===== config.mk =====
export PLATFORM = sky130hd
export DESIGN_NAME = priority_pushout_queue
export DESIGN_NICKNAME = d
export VERILOG_FILES = /design/src/ppq_pkg.sv /design/src/ppq_cell.sv /design/src/priority_pushout_queue.sv
export SDC_FILE = /design/constraint.sdc
export NUM_CORES = 2
export LEC_CHECK = 0
export BUFFER_PORTS_ARGS = -buffer_cell sky130_fd_sc_hd__buf_2
export CAP_MARGIN = 10
export CORE_AREA = 5 5 429 431
export DETAILED_ROUTE_END_ITERATION = 10
export DIE_AREA = 0 0 434 436
export GPL_TIMING_DRIVEN = 0
export HOLD_SLACK_MARGIN = 0.06
export PLACE_DENSITY_LB_ADDON = 0.05
export SETUP_SLACK_MARGIN = 0.5
export SLEW_MARGIN = 20
export SYNTH_ARGS = -nofsm -noshare
export SYNTH_HDL_FRONTEND = slang
export SYNTH_SLANG_ARGS = --single-unit

===== constraint.sdc =====
create_clock -name clk -period 35.9 [get_ports clk]
set_input_delay 0 -clock clk [delete_from_list [all_inputs] [get_ports clk]]
set_output_delay 0 -clock clk [all_outputs]
set_load 0.05 [all_outputs]

===== src/ppq_pkg.sv =====
// Package for the priority push-out queue: constants, codes and cell types.
// No dependencies.
package ppq_pkg;
  localparam int QueueDepthDef = 16;
  localparam int SizeBitsDef = 32;
  localparam int TagBitsDef = 32;
  localparam int CntW = 32;

  typedef enum logic [1:0] {
    CMD_PUSH = 2'd0,
    CMD_POP = 2'd1,
    CMD_DRAIN = 2'd2,
    CMD_STAT = 2'd3
  } cmd_t;

  localparam logic [2:0] ST_ACCEPT = 3'd0;
  localparam logic [2:0] ST_OVF = 3'd1;
  localparam logic [2:0] ST_EMERG = 3'd2;
  localparam logic [2:0] ST_POPPED = 3'd3;
  localparam logic [2:0] ST_EMPTY = 3'd4;
  localparam logic [2:0] ST_DRAINED = 3'd5;
  localparam logic [2:0] ST_STAT = 3'd6;

  localparam logic [1:0] PRI_P0 = 2'd0;
  localparam logic [1:0] PRI_P1 = 2'd1;
  localparam logic [1:0] PRI_P2 = 2'd2;
  localparam logic [1:0] PRI_P3 = 2'd3;

  localparam logic CFG_ITEM_LIMIT = 1'b0;
  localparam logic CFG_BYTE_LIMIT = 1'b1;

  // control broadcast to every cell of the row
  typedef struct packed {
    logic shift;    // close the gap: cell i takes cell i+1 when i >= rm_pos
    logic load;     // write the newcomer into the tail cell
    logic clear;    // drain
  } cell_ctl_t;

  function automatic logic [CntW-1:0] sat_inc(input logic [CntW-1:0] v);
    return (&v) ? v : v + 1'b1;
  endfunction
endpackage


===== src/ppq_cell.sv =====
// One slot of the ordered row: holds priority, size and tag, shifts toward head.
// Depends on ppq_pkg.
module ppq_cell #(
  parameter int SIZE_BITS = 32,
  parameter int TAG_BITS = 32
) (
  input  logic                  clk,
  input  logic                  rst_n,
  input  ppq_pkg::cell_ctl_t    ctl,
  input  logic                  shift_en,   // this cell is at or past the removed slot
  input  logic                  load_en,    // this cell is the tail
  input  logic                  nb_valid,
  input  logic [1:0]            nb_pri,
  input  logic [SIZE_BITS-1:0]  nb_size,
  input  logic [TAG_BITS-1:0]   nb_tag,
  input  logic [1:0]            new_pri,
  input  logic [SIZE_BITS-1:0]  new_size,
  input  logic [TAG_BITS-1:0]   new_tag,
  output logic                  valid,
  output logic [1:0]            pri,
  output logic [SIZE_BITS-1:0]  size,
  output logic [TAG_BITS-1:0]   tag
);
  import ppq_pkg::*;
  logic valid_r, valid_nxt;
  logic [1:0] pri_r, pri_nxt;
  logic [SIZE_BITS-1:0] size_r, size_nxt;
  logic [TAG_BITS-1:0] tag_r, tag_nxt;

  always_comb begin
    valid_nxt = valid_r;
    pri_nxt = pri_r;
    size_nxt = size_r;
    tag_nxt = tag_r;
    if (ctl.clear) begin
      valid_nxt = 1'b0;
    end else if (ctl.shift && shift_en) begin
      valid_nxt = nb_valid;
      pri_nxt = nb_pri;
      size_nxt = nb_size;
      tag_nxt = nb_tag;
    end else if (ctl.load && load_en) begin
      valid_nxt = 1'b1;
      pri_nxt = new_pri;
      size_nxt = new_size;
      tag_nxt = new_tag;
    end
  end

  always_ff @(posedge clk) begin
    if (!rst_n) valid_r <= 1'b0;
    else valid_r <= valid_nxt;
    pri_r <= pri_nxt;
    size_r <= size_nxt;
    tag_r <= tag_nxt;
  end

  assign valid = valid_r;
  assign pri = pri_r;
  assign size = size_r;
  assign tag = tag_r;
endmodule


===== src/priority_pushout_queue.sv =====
// Priority push-out queue: a row of shifting cells in arrival order.
// Commands enter on in_*, one result item per command leaves on out_*,
// limits are written on cfg_*; the user must write them only while the block is idle,
// and the block itself does not enforce it.
// Steps from the accepting edge to out_tvalid, for each command:
// Push: check, then finish when there is room. Each eviction adds a scan per
// candidate class (priority 3, then 2, then 1 for a priority-0 item) over the
// held cells, a removal and another check.
// Pop: a scan over the held cells, a removal, then finish.
// Drain: a scan that counts each held cell, then finish.
// Stat: finish only.
// Rate is set by the single scan pointer walking the cell row.
// One item is worked on at a time; in_tready is low while busy or while
// the result register is still full. The result waits in an output
// register until out_tready; a stall holds it and blocks the next command.
// Reset (rst_n low, synchronous) empties the row, zeroes counters and
// restores item_limit 16 and byte_limit 1048576.
module priority_pushout_queue
  import ppq_pkg::*;
#(
  parameter int QUEUE_DEPTH = ppq_pkg::QueueDepthDef,
  parameter int SIZE_BITS = ppq_pkg::SizeBitsDef,
  parameter int TAG_BITS = ppq_pkg::TagBitsDef
) (
  input  logic clk,
  input  logic rst_n,
  input  logic in_tvalid,
  output logic in_tready,
  // command[1:0], item_priority[3:2], item_size, item_tag, stat_index
  input  logic [((7+SIZE_BITS+TAG_BITS+7)/8)*8-1:0] in_tdata,
  output logic out_tvalid,
  input  logic out_tready,
  // status[2:0], out_tag[34:3], out_priority[36:35], out_size[68:37],
  // evicted_now[73:69], held_items[78:74], held_bytes[110:79], stat_value[142:111]
  output logic [143:0] out_tdata,
  input  logic cfg_valid,
  output logic cfg_ready,
  input  logic cfg_index,
  input  logic [31:0] cfg_data
);
  localparam int IW = $clog2(QUEUE_DEPTH);
  localparam int CW = $clog2(QUEUE_DEPTH + 1);

  typedef enum logic [6:0] {
    S_IDLE  = 7'b0000001,
    S_CHECK = 7'b0000010,
    S_SCAN  = 7'b0000100,
    S_REM   = 7'b0001000,
    S_DRAIN = 7'b0010000,
    S_POPS  = 7'b0100000,
    S_DONE  = 7'b1000000
  } state_t;

  state_t state_r, state_nxt;
  logic [4:0] item_limit_r;
  logic [31:0] byte_limit_r;
  logic [CW-1:0] count_r, count_nxt;
  logic [SIZE_BITS-1:0] bytes_r, bytes_nxt;
  logic [CntW-1:0] drops_r [4];
  logic [CntW-1:0] pre_r, ovf_r, emg_r;
  logic [1:0] cmd_r, ipri_r;
  logic [SIZE_BITS-1:0] isize_r;
  logic [TAG_BITS-1:0] itag_r;
  logic [2:0] sidx_r;
  logic [IW-1:0] ptr_r, ptr_nxt, pos_r, pos_nxt;
  logic [1:0] floor_r, floor_nxt;
  logic found_r, found_nxt;
  logic [4:0] evc_r, evc_nxt;
  logic ovalid_r;
  logic [143:0] odata_r, odata_nxt;
  logic pop_mode_r, pop_mode_nxt;

  logic [QUEUE_DEPTH-1:0] c_valid;
  logic [1:0] c_pri [QUEUE_DEPTH];
  logic [SIZE_BITS-1:0] c_size [QUEUE_DEPTH];
  logic [TAG_BITS-1:0] c_tag [QUEUE_DEPTH];
  cell_ctl_t ctl;

  genvar g;
  generate
    for (g = 0; g < QUEUE_DEPTH; g++) begin : g_cell
      logic nv;
      logic [1:0] np;
      logic [SIZE_BITS-1:0] ns;
      logic [TAG_BITS-1:0] nt;
      if (g == QUEUE_DEPTH - 1) begin : g_end
        assign nv = 1'b0;
        assign np = PRI_P0;
        assign ns = '0;
        assign nt = '0;
      end else begin : g_mid
        assign nv = c_valid[g+1];
        assign np = c_pri[g+1];
        assign ns = c_size[g+1];
        assign nt = c_tag[g+1];
      end
      ppq_cell #(.SIZE_BITS(SIZE_BITS), .TAG_BITS(TAG_BITS)) u_cell (
        .clk(clk), .rst_n(rst_n), .ctl(ctl),
        .shift_en(IW'(g) >= pos_r),
        .load_en(CW'(g) == count_r),
        .nb_valid(nv), .nb_pri(np), .nb_size(ns), .nb_tag(nt),
        .new_pri(ipri_r), .new_size(isize_r), .new_tag(itag_r),
        .valid(c_valid[g]), .pri(c_pri[g]), .size(c_size[g]), .tag(c_tag[g])
      );
    end
  endgenerate

  // effective limits
  logic [CW-1:0] eff_items;
  logic [31:0] eff_bytes;
  always_comb begin
    if (item_limit_r == 5'd0) eff_items = CW'(1);
    else if (32'(item_limit_r) > 32'(QUEUE_DEPTH)) eff_items = CW'(QUEUE_DEPTH);
    else eff_items = CW'(item_limit_r);
    eff_bytes = (byte_limit_r == 32'd0) ? 32'd1 : byte_limit_r;
  end
  logic need_room;
  assign need_room = (count_r >= eff_items) ||
    ({1'b0, 48'(bytes_r)} + {1'b0, 48'(isize_r)} > 49'(eff_bytes));

  logic [1:0] p_at;
  logic v_at;
  assign p_at = c_pri[ptr_r];
  assign v_at = CW'(ptr_r) < count_r;

  logic [CntW-1:0] drops_nxt [4];
  logic [CntW-1:0] pre_nxt, ovf_nxt, emg_nxt;
  logic [CntW-1:0] sval;

  function automatic logic [143:0] pack(input logic [2:0] st, input logic [TAG_BITS-1:0] t,
      input logic [1:0] p, input logic [SIZE_BITS-1:0] s, input logic [4:0] ev,
      input logic [4:0] hi, input logic [SIZE_BITS-1:0] hb, input logic [31:0] sv);
    return {1'b0, sv, 32'(hb), hi, ev, 32'(s), p, 32'(t), st};
  endfunction

  always_comb begin
    state_nxt = state_r;
    count_nxt = count_r;
    bytes_nxt = bytes_r;
    ptr_nxt = ptr_r;
    pos_nxt = pos_r;
    floor_nxt = floor_r;
    found_nxt = found_r;
    evc_nxt = evc_r;
    pop_mode_nxt = pop_mode_r;
    odata_nxt = odata_r;
    ctl = '0;
    for (int k = 0; k < 4; k++) drops_nxt[k] = drops_r[k];
    pre_nxt = pre_r;
    ovf_nxt = ovf_r;
    emg_nxt = emg_r;
    if (sidx_r < 3'd4) sval = drops_r[sidx_r[1:0]];
    else if (sidx_r == 3'd4) sval = pre_r;
    else if (sidx_r == 3'd5) sval = ovf_r;
    else if (sidx_r == 3'd6) sval = emg_r;
    else sval = '0;
    unique case (state_r)
      S_IDLE: begin
        evc_nxt = '0;
        ptr_nxt = '0;
        pos_nxt = '0;
        found_nxt = 1'b0;
        if (in_tready && in_tvalid) begin
          unique case (cmd_t'(in_tdata[1:0]))
            CMD_PUSH: state_nxt = S_CHECK;
            CMD_POP: state_nxt = S_POPS;
            CMD_DRAIN: state_nxt = S_DRAIN;
            CMD_STAT: state_nxt = S_DONE;
            default: state_nxt = S_DONE;
          endcase
        end
      end
      S_CHECK: begin
        ptr_nxt = '0;
        floor_nxt = PRI_P3;
        pop_mode_nxt = 1'b0;
        if (need_room) begin
          state_nxt = S_SCAN;
        end else begin
          ctl.load = 1'b1;
          count_nxt = count_r + 1'b1;
          bytes_nxt = bytes_r + isize_r;
          odata_nxt = pack(ST_ACCEPT, '0, PRI_P0, '0, evc_r, 5'(count_r + 1'b1),
                           bytes_r + isize_r, '0);
          state_nxt = S_DONE;
        end
      end
      S_SCAN: begin
        // walk the row looking for the oldest entry at this floor
        if (v_at && p_at == floor_r) begin
          pos_nxt = ptr_r;
          state_nxt = S_REM;
        end else if (!v_at || ptr_r == IW'(QUEUE_DEPTH - 1)) begin
          ptr_nxt = '0;
          if (floor_r == PRI_P3) floor_nxt = PRI_P2;
          else if (floor_r == PRI_P2 && ipri_r == PRI_P0) floor_nxt = PRI_P1;
          else begin
            drops_nxt[ipri_r] = sat_inc(drops_r[ipri_r]);
            ovf_nxt = sat_inc(ovf_r);
            if (ipri_r == PRI_P0) emg_nxt = sat_inc(emg_r);
            odata_nxt = pack((ipri_r == PRI_P0) ? ST_EMERG : ST_OVF, '0, PRI_P0, '0,
                             evc_r, 5'(count_r), bytes_r, '0);
            state_nxt = S_DONE;
          end
        end else begin
          ptr_nxt = ptr_r + 1'b1;
        end
      end
      S_REM: begin
        ctl.shift = 1'b1;
        count_nxt = count_r - 1'b1;
        bytes_nxt = (bytes_r > c_size[pos_r]) ? bytes_r - c_size[pos_r] : '0;
        pos_nxt = '1;
        if (pop_mode_r) begin
          odata_nxt = pack(ST_POPPED, c_tag[pos_r], c_pri[pos_r], c_size[pos_r],
                           5'd0, 5'(count_r - 1'b1), bytes_nxt, '0);
          state_nxt = S_DONE;
        end else begin
          drops_nxt[c_pri[pos_r]] = sat_inc(drops_r[c_pri[pos_r]]);
          pre_nxt = sat_inc(pre_r);
          evc_nxt = evc_r + 1'b1;
          state_nxt = S_CHECK;
        end
      end
      S_POPS: begin
        pop_mode_nxt = 1'b1;
        if (count_r == '0) begin
          odata_nxt = pack(ST_EMPTY, '0, PRI_P0, '0, 5'd0, 5'd0, bytes_r, '0);
          state_nxt = S_DONE;
        end else begin
          if (!found_r || (v_at && p_at < c_pri[pos_r])) begin
            pos_nxt = ptr_r;
            found_nxt = 1'b1;
          end
          if (!v_at || ptr_r == IW'(QUEUE_DEPTH - 1)) state_nxt = S_REM;
          else ptr_nxt = ptr_r + 1'b1;
        end
      end
      S_DRAIN: begin
        if (v_at) begin
          drops_nxt[p_at] = sat_inc(drops_r[p_at]);
          pre_nxt = sat_inc(pre_r);
        end
        if (!v_at || ptr_r == IW'(QUEUE_DEPTH - 1)) begin
          ctl.clear = 1'b1;
          count_nxt = '0;
          bytes_nxt = '0;
          odata_nxt = pack(ST_DRAINED, '0, PRI_P0, '0, 5'(count_r), 5'd0, '0, '0);
          state_nxt = S_DONE;
        end else begin
          ptr_nxt = ptr_r + 1'b1;
        end
      end
      S_DONE: begin
        if (cmd_r == CMD_STAT)
          odata_nxt = pack(ST_STAT, '0, PRI_P0, '0, 5'd0, 5'(count_r), bytes_r, sval);
        state_nxt = S_IDLE;
      end
      default: state_nxt = S_IDLE;
    endcase
  end

  assign in_tready = (state_r == S_IDLE) && !ovalid_r;
  assign cfg_ready = 1'b1;
  assign out_tvalid = ovalid_r;
  assign out_tdata = odata_r;

  always_ff @(posedge clk) begin
    if (!rst_n) begin
      state_r <= S_IDLE;
      item_limit_r <= 5'd16;
      byte_limit_r <= 32'd1048576;
      count_r <= '0;
      bytes_r <= '0;
      for (int k = 0; k < 4; k++) drops_r[k] <= '0;
      pre_r <= '0;
      ovf_r <= '0;
      emg_r <= '0;
      ovalid_r <= 1'b0;
      pos_r <= '1;
    end else begin
      state_r <= state_nxt;
      count_r <= count_nxt;
      bytes_r <= bytes_nxt;
      for (int k = 0; k < 4; k++) drops_r[k] <= drops_nxt[k];
      pre_r <= pre_nxt;
      ovf_r <= ovf_nxt;
      emg_r <= emg_nxt;
      pos_r <= pos_nxt;
      if (state_r == S_DONE) ovalid_r <= 1'b1;
      else if (out_tready) ovalid_r <= 1'b0;
      if (cfg_valid) begin
        if (cfg_index == CFG_ITEM_LIMIT) item_limit_r <= cfg_data[4:0];
        else byte_limit_r <= cfg_data;
      end
    end
    ptr_r <= ptr_nxt;
    floor_r <= floor_nxt;
    found_r <= found_nxt;
    evc_r <= evc_nxt;
    pop_mode_r <= pop_mode_nxt;
    odata_r <= odata_nxt;
    if (in_tready && in_tvalid) begin
      cmd_r <= in_tdata[1:0];
      ipri_r <= in_tdata[3:2];
      isize_r <= in_tdata[4 +: SIZE_BITS];
      itag_r <= in_tdata[4+SIZE_BITS +: TAG_BITS];
      sidx_r <= in_tdata[4+SIZE_BITS+TAG_BITS +: 3];
    end
  end
endmodule

## Yosys cells after proc, flatten, opt, wreduce, memory -nomap -nowiden

Memories as Yosys holds them, arrays and structs flattened. A register that Yosys moved wholly into a read port is not among the register bits.
Index checks and enable logic that the tools add are counted.

| word-level totals | value |
|---|---|
| register bits | 1,466 |
| memory bits (writable) | 128 |
| input bits | 110 |
| output and inout bits | 147 |
| logic and storage cells | 496 |
| memories kept | 1 |

Memories:

| memory | words | bits a word | read ports | clocked after Yosys merged registers in | write ports | line | source |
|---|---|---|---|---|---|---|---|
| drops_r | 4 | 32 | 8 | 2 | 4 | priority_pushout_queue.sv:59 | `logic [CntW-1:0] drops_r [4];` |

| cells by class | value |
|---|---|
| add/sub/neg operators | 13 |
| magnitude comparators | 31 |
| eq/ne operators | 53 |
| mux-type cells | 200 |
| bitwise gates (word level) | 16 |
| reductions and logical operators | 113 |

Operators with widths:

| operator | count |
|---|---|
| 2-to-1 mux 32 bit | 87 |
| 2-to-1 mux 144 bit | 9 |
| case mux 144 bit (6 select lines) | 1 |
| 2-to-1 mux 128 bit | 6 |
| bitwise mux 128 bit | 3 |
| case mux 128 bit (3 select lines) | 1 |
| binary-select mux 32 bit (select 4 bit) | 2 |
| adder 32 x 1 -> 32 bit (second input constant) | 6 |
| demux 32 bit (select 2 bit) | 3 |
| AND reduction 32 bit | 6 |
| case mux 32 bit (3 select lines) | 1 |
| 2-to-1 mux 2 bit | 42 |
| 2-to-1 mux 7 bit | 10 |
| case mux 32 bit (2 select lines) | 1 |
| nonzero test 2 bit | 22 |
| case mux 7 bit (6 select lines) | 1 |
| equality test 4 x 5 -> 1 bit (first input constant) | 8 |
| logical AND 1 bit | 40 |
| AND reduction 2 bit | 19 |
| adder 32 x 32 -> 33 bit | 1 |
| greater-than comparator 33 x 32 -> 1 bit | 1 |
| adder 32 bit | 1 |
| greater-or-equal comparator 4 bit (first input constant) | 8 |
| greater-than comparator 32 bit | 1 |
| other kinds (62) | 146 |

## Depth between registers and ports, before layout

| depth | value |
|---|---|
| depth in word-level cells | 13 |
| depth in mapped cells | 26 |
| depth with buffers taken out | 25 |

## Cells and area by module

Synthesis repeated with hierarchy kept, for this count alone.

| second synthesis, totals | value |
|---|---|
| cells, all modules | 7,130 |
| area total of the unflattened synthesis | 92,095.8 µm² |

Modules (own cells, without submodules):

| module | times used | cells each | area each (µm²) | seq. area each (µm²) |
|---|---|---|---|---|
| ppq_cell | 16 | 146 | 2,904.0 | 2,001.9 |
| priority_pushout_queue | 1 | 4,794 | 45,631.3 | 13,102.6 |

## Worst setup path before layout

Ideal clock, no wire load.

| timing | value |
|---|---|
| path kind | register to register |
| start | register isize_r[0] |
| end | register odata_r[0] (netlist: out_tdata[0]) (enable) |
| library setup time | 0.693 ns |
| data arrival time | 11.150 ns |
| required time | 35.207 ns |
| path slack | 24.057 ns |
| cell stages (with the launch flop) | 23 |
| path buffers | 0 |
| clock period less this slack | 11.843 ns |
| path through | edfxtp_1 ha_1 fa_1 a21o_1 a21oi_1 o21ai_0 a32oi_1 o31ai_1 a21oi_1 a21oi_1 a21o_1 a21o_1 xor2_1 ha_1 a21o_1 a21o_1 a21oi_1 o21ai_0 a2111oi_0 a21oi_1 a31oi_1 nand2b_1 a21oi_1 |

| between the ends | value |
|---|---|
| cells in the longest elaborated chain, start to end | 5 |

Ends and longest elaborated chain:

| item | line | source |
|---|---|---|
| start: declaration | priority_pushout_queue.sv:62 | `logic [SIZE_BITS-1:0] isize_r;` |
| start signal: assignment | priority_pushout_queue.sv:306 | `isize_r <= in_tdata[4 +: SIZE_BITS];` |
| adder 32 x 32 -> 33 bit | priority_pushout_queue.sv:119 | `({1'b0, 48'(bytes_r)} + {1'b0, 48'(isize_r)} > 49'(eff_bytes));` |
| greater-than comparator 33 x 32 -> 1 bit | priority_pushout_queue.sv:119 |  |
| logical OR 1 bit | priority_pushout_queue.sv:118 | `assign need_room = (count_r >= eff_items) \|\|` |
| != test 2 bit (no line) | - |  |
| AND reduction 10 bit (no line) | - |  |
| end signal: assignment | priority_pushout_queue.sv:302 | `odata_r <= odata_nxt;` |
| end: declaration | priority_pushout_queue.sv:70 | `logic [143:0] odata_r, odata_nxt;` |

No other way between the ends.
A chain may end at the register's enable or synchronous reset.

## Worst setup path after layout

| timing | value |
|---|---|
| start | register isize_r[0] |
| end | register g_cell[7].u_cell.tag_r[11] (enable) |

| between the ends | value |
|---|---|
| cells in the longest elaborated chain, start to end | 8 |

Ends and longest elaborated chain:

| item | line | source |
|---|---|---|
| adder 32 x 32 -> 33 bit | priority_pushout_queue.sv:119 |  |
| greater-than comparator 33 x 32 -> 1 bit | priority_pushout_queue.sv:119 |  |
| logical OR 1 bit | priority_pushout_queue.sv:118 |  |
| 2-to-1 mux 1 bit | priority_pushout_queue.sv:177 | `if (need_room) begin` |
| 2-to-1 mux 1 bit | priority_pushout_queue.sv:157 | `unique case (state_r)` |
| logical AND 1 bit | ppq_cell.sv:42 | `end else if (ctl.load && load_en) begin` |
| nonzero test 2 bit (no line) | - |  |
| AND reduction 2 bit (no line) | - |  |
| end signal: assignment | ppq_cell.sv:55 | `tag_r <= tag_nxt;` |
| end: declaration | ppq_cell.sv:28 | `logic [TAG_BITS-1:0] tag_r, tag_nxt;` |

No other way between the ends.

==> summary.txt <==
Status
  – Status: completed

Floorplanning
  – Die width: 434 um
  – Row cnt: about 160
  – Die area: ~0.19 mm^2
  – Initial Utilization: approximately half
  – Die Ht: ~440 um
  – # IOs: 257
  – Core Region: approximately 0.18 mm^2

Placement
  – Port buffer count: 252
  – Detailed placement HPWL: 296000 um
  – Placer Congestion: between 1 and 1.5

GRT
  – Vias in the first global route: between 70000 and 80000
  – GR Util All Layers: 42.7%
  – Initial antenna violation count: 37
  – Largest net degree at the start of global routing: 39
  – First-pass GRT wire length: 565000 um
  – GRT overflow: 0

Worst setup path
  – Critical path data required time: 36450 ps
  – CP Launch Type: flip-flop
  – CP peak stage delay: slightly below 700 ps
  – WP data arrival: slightly above 9000 ps
  – Worst setup path class: reg -> reg
  – CP endpoint kind: flip-flop
  – CP max stage cell: o22ai_4
  – CP Max Fanout: 13

Detailed routing
  – Initial DRC Count: about 12000
  – Antenna violation net count after detailed routing: 0
  – Vias per cell: around 7
  – DR vias: 74300
  – WL met1: 152000 um
  – Pre-Repair DR Iteration Count: 9
  – Top routing layer in use: met5
  – Met3 WL: 50500 um
  – Wire per inst: 38.8 um
  – # DRC: 0
  – Final WL: 413000 um
  – Met2 routed WL: 177000 um

Layout
  – Final nets: 8322
  – # fillers: 14800
  – Layout cells sized above 1: about a quarter
  – P&R area growth vs syn: 17.2%

Clock network
  – Clock buffer depth: 3
  – CTS tree: done
  – Clock sinks: 1597
  – Worst-skew pair later-pin latency: 870 ps
  – Root Driver: clkbuf_16
  – CTS clk-pin slew, worst paths: approximately 60 ps
  – Htree depth: 4
  – TritonCTS Buffers: between 150 and 200
  – Post-CTS Resized: 0
  – Post-CTS Setup Inserts: 0

Timing
  – Final setup fails: 0
  – Max Freq: ~110 MHz
  – Hold Violations, Final: 0
  – Setup tns final: 0 ps
  – Worst-Margin Slew: approximately 1400 ps
  – RSZ-0062 raised after global routing: no
  – Max-slew headroom at the worst pin: 6.99%
  – Final Max Slew Viols: 0
  – Period minus WS final: between 8000 and 9000 ps
  – Final period util: 24.5%
  – Clock Skew: about 75 ps
  – Worst hold margin: 160 ps

Yosys
  – #FFs+latches synth: 1597
  – Post-synth EDFFs: 1283
  – Mapped Nets: around 7500
  – Largest area contributor in the netlist: edfxtp_1
  – Ys async rst share: 0%
  – Syn avg cell area: 12.2 um^2
  – Post-Syn Instances: 7314
  – Synth top area share: between 40% and 50%
  – Area contributors post-synth: edfxtp_1 43%, mux2_2 12%, mux4_2 10%
  – Synth Flop Type: edfxtp_1
  – Synth warn: 0
  – Post-synth design cell area: 0.0893 mm^2
  – Register area share after synthesis: 50.2%
  – Post-synth cell types: between 90 and 100

Worst hold path
  – Hold Path Class: in -> reg

Pwr
  – Worst VDD drop: 43.9 uV
  – P per Cell Area: 61.4 mW/mm^2
  – Leakage: around 36 nW

Flow run
  – MaxCap Viol Count: 0
-- critical path, delay by kind of cell (launching register included) --
kind | cells | cell delay (ps)
AND/OR/NAND/NOR | 3 | 1300
flip-flops | 1 | 650
adder cells (fa/ha/maj) | 3 | 1070
buffers and inverters | 3 | 630
XOR/XNOR | 1 | 350
AO/OA/AOI/OAI | 17 | 4420
-- timing repair --
action | in CTS | in global routing
endpoints found under the setup margin | 0 | 0
hold endpoints to repair | 141 | 0
hold buffers | 243 | 0
-- synth_stat cells (61+ instances only) --
library cell,instances
edfxtp_1,1283
mux2_2,949
nand2_1,719
clkbuf_1,483
nor2_1,415
mux4_2,400
o21ai_0,376
dfxtp_1,314
a21oi_1,271
nand3_1,169
and2_1,138
mux2i_1,124
ha_1,119
xnor2_1,115
inv_1,114
a31oi_1,106
xor2_1,103
nor3_1,85
buf_1,79
o211ai_1,76
and3_1,66
nand4_1,62
a21o_1,61
-- routing by layer --
layer | up-vias | GRT usage, %
met4 | 16 | 27.2
li1 | 29700 | -
met5 | - | 0.256
met2 | 5646 | 63.0
met1 | 37400 | 54.3
met3 | 1500 | 13.7
-- where the power goes --
| part | internal, mW | total (mW) | switching [mW] | leakage (nW) |
|---|---|---|---|---|
| Combinational | 0.776 | 2.34 | 1.57 | 19.0 |
| Clock | 1.02 | 1.83 | 0.810 | 2.72 |
| Sequential | 2.14 | 2.24 | 0.0992 | 14.1 |
| Total | 3.94 | 6.42 | 2.48 | 35.8 |
-- placed cells by master (no fill, tap or decap), types with 27 or more instances in the layout --
cell           instances
or3_1                 32
nand2b_1              36
and2_1               138
a31oi_1              106
a211oi_1              37
edfxtp_1            1283
a21oi_1              266
nor2b_1               31
mux2_2               949
o221ai_1              27
mux4_2               400
nor4_1                29
buf_2                311
a21o_1                61
xnor2_1              115
o211a_1               31
nor3_1                81
diode_2               28
buf_1                 55
nand4_1               62
inv_1                113
nand3_1              169
clkbuf_16            178
o21ai_0              364
o211ai_1              76
dlygate4sd3_1        243
nor2_1               405
mux2i_1              124
xor2_1               103
a221oi_1              57
dfxtp_1              314
buf_16                78
nand2_1              719
and3_1                66
clkbuf_1             465
clkbuf_2              74
ha_1                 119
-- state kept, by name, summed over array words and instances, names as in the netlist, 7 cells and up, named ones only --
signal / flops
byte_limit_r: 32
out_tdata: 143
isize_r: 32
g_cell.u_cell.size: 512
emg_r: 32
ovf_r: 32
bytes_r: 32
g_cell.u_cell.pri: 32
itag_r: 32
g_cell.u_cell.tag: 512
pre_r: 32
state_r: 7
-- final timing paths --
| kind | from | slack, ps | depth (start not counted) | end |
|---|---|---|---|---|
| worst max register to register | isize_r[0] | 27110 | 27 | g_cell[7].u_cell.tag[11] |
| worst min-delay path | in_tdata[0] | 160 | 5 | state_r[1] |
| worst max-delay path | isize_r[0] | 27110 | 27 | g_cell[7].u_cell.tag[11] |
| worst min register to register | byte_limit_r[5] | 480 | 2 | byte_limit_r[5] |
-- area by class of cell --
cell class | count | area, um^2 | area share [%]
sequential | 1597 | 44800 | 42.9
buffer | 603 | 2450 | 2.34
clock buffer | 238 | 4740 | 4.53
tap | 2370 | 2970 | 2.84
inverter | 118 | 448 | 0.428
antenna | 28 | 70.1 | 0.0670
multi-input combinational | 4996 | 42000 | 40.1
clock inverter | 78 | 865 | 0.827
timing repair buffer | 599 | 6250 | 5.97
-- metrics by stage --
stage | area, um^2 | std cells | util, % | worst slack, ps | power (mW)
6_report | 105000 | 10600 | 58.2 | 27110 | 6.42
5_1_grt | 104000 | 10600 | 58.1 | 26840 | 6.54
4_1_cts | 104000 | 10600 | 58.1 | 27260 | 6.32
3_5_place_dp | 96400 | 10000 | 53.6 | 27340 | 4.49
3_3_place_gp | 93500 | 9936 | 52.0 | 16550 | 4.46
2_1_floorplan | 89300 | 7314 | - | 24060 | 3.56
-- cells by family after synthesis --
logic type | Yosys count | synth area share, %
adders and majority gates | 121 | 1.71
other | 2 | 0.00841
muxes | 1473 | 23.5
buffers and inverters | 721 | 3.11
DFF | 1597 | 50.2
and+or+nand+nor | 1874 | 9.81
AOI/OAI and AO/OA | 1308 | 9.56
xor gates and xnor gates | 218 | 2.14
Note: power is estimated with default switching activity, not from simulation.
